<file path="src/sv/sfd_pkg.sv">
// ----------------------------------------------------------------------------
// sfd_pkg
// Shared types, constants and helpers of the stereo feedback delay.
// ----------------------------------------------------------------------------
package sfd_pkg;

	// Fixed formats
	localparam int SAMPLE_BITS    = 24;
	localparam int DATA_W         = 32;
	localparam int COEF_W         = 16;
	localparam int MULC_W         = 18;
	localparam int PROD_W         = DATA_W + MULC_W;
	localparam int TIME_FRAC      = 14;
	localparam int TIME_UNIT_BITS = 28;
	localparam int DT_W           = 30;
	localparam int CFG_W          = 64;
	localparam int CFG_IDX_W      = 3;
	localparam int STEP_W         = 5;

	// Defaults of the top-level parameters
	localparam int RING_DEPTH_DEF = 65536;
	localparam int COEF_FRAC_DEF  = 14;

	// Configuration register indexes
	typedef enum logic [CFG_IDX_W-1:0] {
		REG_DELAY_TIME,
		REG_INPUT_FILTER,
		REG_LOOP_GAINS,
		REG_FADE,
		REG_DAMP_LOW,
		REG_DAMP_HIGH
	} cfg_reg_t;

	// Sequencer phases
	typedef enum logic [2:0] {
		PH_CLEAR,
		PH_IDLE,
		PH_FRONT,
		PH_COMMON,
		PH_BACK,
		PH_WRITE,
		PH_DONE
	} sfd_phase_t;

	typedef struct packed {
		logic                          route_change;
		logic signed [SAMPLE_BITS-1:0] sample_left;
		logic signed [SAMPLE_BITS-1:0] sample_right;
	} sfd_in_t;

	typedef struct packed {
		logic signed [SAMPLE_BITS-1:0] out_left;
		logic signed [SAMPLE_BITS-1:0] out_right;
		logic                          overrun;
	} sfd_out_t;

	// One operation of the shared multiply / add unit
	typedef struct packed {
		logic                     mul_en;
		logic                     mul_tf;
		logic signed [DATA_W-1:0] mul_a;
		logic signed [MULC_W-1:0] mul_c;
		logic signed [DATA_W-1:0] alu_a;
		logic signed [DATA_W-1:0] alu_b;
		logic                     alu_sub;
	} sfd_op_t;

	// Saturate an internal word to the sample width
	function automatic logic [SAMPLE_BITS-1:0] sat_smp(input logic signed [DATA_W-1:0] v);
		logic [SAMPLE_BITS-1:0] r;
		if ((&v[DATA_W-1:SAMPLE_BITS-1]) || ~(|v[DATA_W-1:SAMPLE_BITS-1])) begin
			r = v[SAMPLE_BITS-1:0];
		end else if (v[DATA_W-1]) begin
			r = {1'b1, {(SAMPLE_BITS-1){1'b0}}};
		end else begin
			r = {1'b0, {(SAMPLE_BITS-1){1'b1}}};
		end
		return r;
	endfunction

	// Coefficient word n of a register, sign extended to the operand width
	function automatic logic signed [MULC_W-1:0] cw(input logic [CFG_W-1:0] r, input int n);
		logic [COEF_W-1:0] w;
		w = r[COEF_W*n +: COEF_W];
		return {{(MULC_W-COEF_W){w[COEF_W-1]}}, w};
	endfunction

endpackage

</file>
<file path="src/sv/sfd_arith.sv">
// ----------------------------------------------------------------------------
// sfd_arith
// Shared arithmetic unit: registered coefficient multiply with floor shift
// and saturation, plus a saturating add / subtract.
// ----------------------------------------------------------------------------
module sfd_arith import sfd_pkg::*; #(
	parameter int COEF_FRAC_BITS = COEF_FRAC_DEF
) (
	input  logic                     clk,
	input  sfd_op_t                  op,
	output logic signed [DATA_W-1:0] mul_y,
	output logic signed [DATA_W-1:0] alu_y
);

	localparam logic signed [PROD_W-1:0] P_MAX = PROD_W'(64'sd2147483647);
	localparam logic signed [PROD_W-1:0] P_MIN = PROD_W'(-64'sd2147483648);

	logic signed [PROD_W-1:0] prod_q;
	logic                     tf_q;
	logic signed [PROD_W-1:0] sh_w;
	logic signed [DATA_W:0]   sum_w;

	// hold the product until the next multiply is issued
	always_ff @(posedge clk) begin
		if (op.mul_en) begin
			prod_q <= $signed(op.mul_a) * $signed(op.mul_c);
			tf_q   <= op.mul_tf;
		end
	end

	// floor shift and saturate the product
	always_comb begin
		sh_w = tf_q ? (prod_q >>> TIME_FRAC) : (prod_q >>> COEF_FRAC_BITS);
		if (sh_w > P_MAX) begin
			mul_y = {1'b0, {(DATA_W-1){1'b1}}};
		end else if (sh_w < P_MIN) begin
			mul_y = {1'b1, {(DATA_W-1){1'b0}}};
		end else begin
			mul_y = sh_w[DATA_W-1:0];
		end
	end

	// saturating add / subtract
	always_comb begin
		if (op.alu_sub) begin
			sum_w = (DATA_W+1)'($signed(op.alu_a)) - (DATA_W+1)'($signed(op.alu_b));
		end else begin
			sum_w = (DATA_W+1)'($signed(op.alu_a)) + (DATA_W+1)'($signed(op.alu_b));
		end
		if (sum_w[DATA_W] != sum_w[DATA_W-1]) begin
			alu_y = sum_w[DATA_W] ? {1'b1, {(DATA_W-1){1'b0}}} : {1'b0, {(DATA_W-1){1'b1}}};
		end else begin
			alu_y = sum_w[DATA_W-1:0];
		end
	end

endmodule

</file>
<file path="config.mk">
export PLATFORM = sky130hd
export DESIGN_NAME = sfd_arith
export DESIGN_NICKNAME = d
export VERILOG_FILES = /design/src/sv/sfd_pkg.sv /design/src/sv/sfd_arith.sv
export SDC_FILE = /design/constraint.sdc
export NUM_CORES = 2
export LEC_CHECK = 0
export ABC_CLOCK_PERIOD_IN_PS = 7800
export BUFFER_PORTS_ARGS = -buffer_cell sky130_fd_sc_hd__buf_4
export CAP_MARGIN = 20
export CORE_MARGIN = 10
export CORE_UTILIZATION = 64
export CTS_CLUSTER_SIZE = 25
export DETAILED_ROUTE_END_ITERATION = 7
export HOLD_SLACK_MARGIN = 0.15
export PLACE_DENSITY = 0.95
export SYNTH_ARGS = -nofsm -noshare
export SYNTH_HDL_FRONTEND = slang
export SYNTH_SLANG_ARGS = --single-unit
</file>
<file path="constraint.sdc">
create_clock -name clk -period 7.8 [get_ports clk]
set_input_delay 0.78 -clock clk [delete_from_list [all_inputs] [get_ports clk]]
set_output_delay 0.78 -clock clk [all_outputs]
set_load 0.02 [all_outputs]
</file>
==> run summary <==
The run finished with clean final reports. The height of the chip came out at 211 um. The synthesized design contains 36 enable-type register cells. The die covers 44600 um2. Tracing the worst setup path back leads to its startpoint at op[82].

The period utilization is 0.970. In the routed design, unresolved DRC markers number 0. In the final layout, the registers with the most flip-flops are prod_q: 36 flops.

The tree is rooted in a clkbuf_16. The tools report the total wire length after detailed routing as 66100 um. In this run the most critical hold path is launched from op[116]. In the synthesized netlist the dominant register cell turns out to be edfxtp_1.

The floorplan step defined a core boundary enclosing 35800 um2. Number of buffers on the longest clock path: 2. For the number of pins with negative max-slew slack in the final report, the log shows 0.

Grouping stages by cell kind, the critical path spends the most delay in adder cells. The number of sinks on the clock net is 36, and the share of the synthesized area in the top cell type is 0.473. The detail route stage leaves a number of antenna-violating nets equal to 0. Global routing finished with a remaining overflow of 0. Data on the critical path arrives at its endpoint at 7.66 ns. The number of synthesized register bits was 36.

For this design, the slowest cell found on the critical path is a2111oi_0. The clock transition time at the flip-flop clock pins of the worst setup and hold paths came out at 0.06 ns. The tools report the final net count as 3534. The starting density of the core was 0.653. The maximum net fanout on the critical path is 13, and the sequential share of the synthesized area is 0.0462.

The run gives 0 as the post-CTS repair timing setup buffer count. Clock period minus final worst setup slack: 7.57 ns. In this run the cell area measured after placement is 25000 um2. Path type of the worst min-delay path: input port to flop. The run gives 0.458 as the worst max-slew margin expressed relative to the limit. When the netlist entered floorplanning its net count stood at 3450. The number of endpoints with negative hold slack in the final report is 0. In the final routed layout, each cell accounts on average for 20.8 um. The initial antenna violation count was 1. The tools report the via count of the first global-routing pass as 21900. Async set or reset register ratio after synthesis: 0. Summed over all instances, the cell type with the most area after synthesis is fa_1. For this block, the via count after detailed routing is 18900. Post-CTS repair changed the size of 0 cells.

More flip-flops sit in one register than any other, and that register is prod_q. The overall routing resource usage was 0.309. For this run, the number of Yosys warnings is 0. Hold repair after CTS inserted 0 buffers. By area the synthesized netlist is led by fa_1, inv_1, ha_1. The tools report the standard-cell row count as 69. The library cell appearing most often on the critical path was fa_1. During I/O placement, the number of pins put on the boundary was 182. The area taken by multi-input logic gates was 19400 um2; the synthesis-to-layout area growth was 7.42%. Summed over all failing endpoints, the final setup total negative slack is 0 ns. The share of final-layout standard cells stronger than drive strength 1 was 0.0899. The critical path goes through buf_4, clkinv_1, nor2_1, fa_1, fa_1, fa_1, fa_1, fa_1, inv_1, fa_1, inv_1, ha_1, a21oi_1, o21ai_0, a2111oi_0, nand2_1, o211a_1, a21oi_1, and3b_1, or4b_1, o311ai_0.

The flip-flop count of the largest register after layout is 36. The largest single stage delay on the critical path is 0.65 ns. Synthesis instantiated 68 different standard cells from the library. Placed wire-length estimate: 52200 um.

The H-tree generated during clock tree synthesis spans 2 levels. The logs give 7.89 ns for the worst endpoint required time and 37 for the maximum number of pins on one net before global-route repair. The tools report the type of element launching the critical path as an input port. The vias per cell works out to 5.96.

Summing all non-filler instances in the final layout gives an area of 25100 um2. Measured along the x axis, the die boundary spans 211 um. Buffers inserted during clock tree synthesis total 5. In this run the mean area of a mapped cell was 8.90 um2. In this run, the number of DRC markers left after iteration 0 of detailed routing was 1612.

In this run the number of cells on the critical path is 21. Number of filler cells placed in the layout: 2443. The sequential cells in the finished layout cover a total of 1080 um2. The worst setup path is captured at a flop.

Wire length of the first global-routing pass: 109000 um. Counting every instance in the synthesized netlist gives 2630. At the end of routability-driven placement, the weighted congestion stood at 0.960.

The tools report the endpoint of the worst setup timing path as prod_q[44]. Timing would allow up to 0.132 GHz. For the pin with the worst max-slew slack, the measured transition is 0.810 ns. Number of buffers inserted by port buffering: 180.

Type of the setup path with the least slack: input port to flop. Setup repair after global routing left no endpoint under its margin. The max-capacitance violation count came out at 0.

TritonCTS built the clock tree. Together, buffers and inverters on the worst path number 4. The count of TritonRoute iterations in the first routing pass was 6; the count of final setup violators was 0. The post-synthesis instance area is 23400 um2.
[cell type report]
cell class | instances | share of cell area
Antenna cell | 2 | 0.000199
Clock buffer | 6 | 0.00512
Clock inverter | 2 | 0.000647
Inverter | 650 | 0.0970
Multi-Input combinational cell | 1830 | 0.773
Sequential cell | 36 | 0.0430
Tap cell | 461 | 0.0229
Timing Repair Buffer | 191 | 0.0578
[per-layer routing]
metal	share of wire	track usage	vias to the layer above
li1	-	-	7943
met1	0.33	0.341	9426
met3	0.10	0.0648	373
met2	0.50	0.531	1202
met4	0.072	0.205	0
met5	0	0	-
[logic make-up (layout without fill, tap and decap cells)]
family | after synthesis | count (layout) | synth area share
mux | 4 | 4 | 0.00176
fa+ha+maj | 733 | 733 | 0.567
buf+inv | 764 | 849 | 0.124
simple gates | 757 | 757 | 0.157
flops | 36 | 36 | 0.0462
xor+xnor | 101 | 101 | 0.0378
other cells | 0 | 2 | 0
compound gates | 235 | 235 | 0.0660
[stage by stage]
stage | hold WS, ns | utilization | cells | setup slack (ns)
after floorplan | 0.892 | - | 2630 | 0.806
after global placement | 1.26 | 0.697 | 3167 | 0.413
after detailed placement | 1.28 | 0.697 | 3167 | 0.212
after CTS | 0.982 | 0.701 | 3175 | 0.366
after global routing | 0.991 | 0.702 | 3177 | 0.0302
final | 0.976 | 0.702 | 3178 | 0.233
[synthesized netlist by cell type (3+ instances only)]
cell type,count
nand2_1,360
nor4_2,3
or2_2,4
and2_1,225
ha_1,149
nor2b_1,10
a211oi_1,7
or3_1,6
buf_1,3
o211ai_1,8
nand4_1,5
nand3_1,8
nor3_1,13
inv_1,649
a31oi_1,8
a311oi_1,3
or4_1,3
a2111oi_0,4
o21a_1,38
nor2_1,80
and3_1,11
and4_1,3
edfxtp_1,36
buf_6,3
o31ai_1,3
fa_1,553
a21oi_1,73
o21ai_0,28
nor4_1,3
xor2_1,22
mux2i_1,3
a21o_1,29
xnor2_1,79
nand2b_1,12
clkbuf_1,106
o21bai_1,9
maj3_2,29
o22ai_1,3
[layout by cell type, fill, tap and decap left out, types with 9 or more instances in the layout]
master    synthesis  layout
inv_1           649     649
fa_1            553     553
nand2_1         360     360
and2_1          225     225
buf_4             0     190
ha_1            149     149
nor2_1           80      79
xnor2_1          79      78
a21oi_1          73      73
o21a_1           38      38
edfxtp_1         36      36
a21o_1           29      29
maj3_2           29      29
o21ai_0          28      28
xor2_1           22      22
nor3_1           13      13
nand2b_1         12      12
and3_1           11      11
nor2b_1          10      10
o21bai_1          9       9
[how the worst min path moves through the flow]
stage	endpoint	cells past startpoint
after global routing	prod_q[24]	1
after detailed placement	prod_q[24]	1
final	prod_q[24]	1
after CTS	prod_q[24]	1
after global placement	prod_q[20]	1
after floorplan	prod_q[14]	0
Power is not shown: default switching activity piles up to over one toggle a cycle in this logic, so the estimate is an artifact.
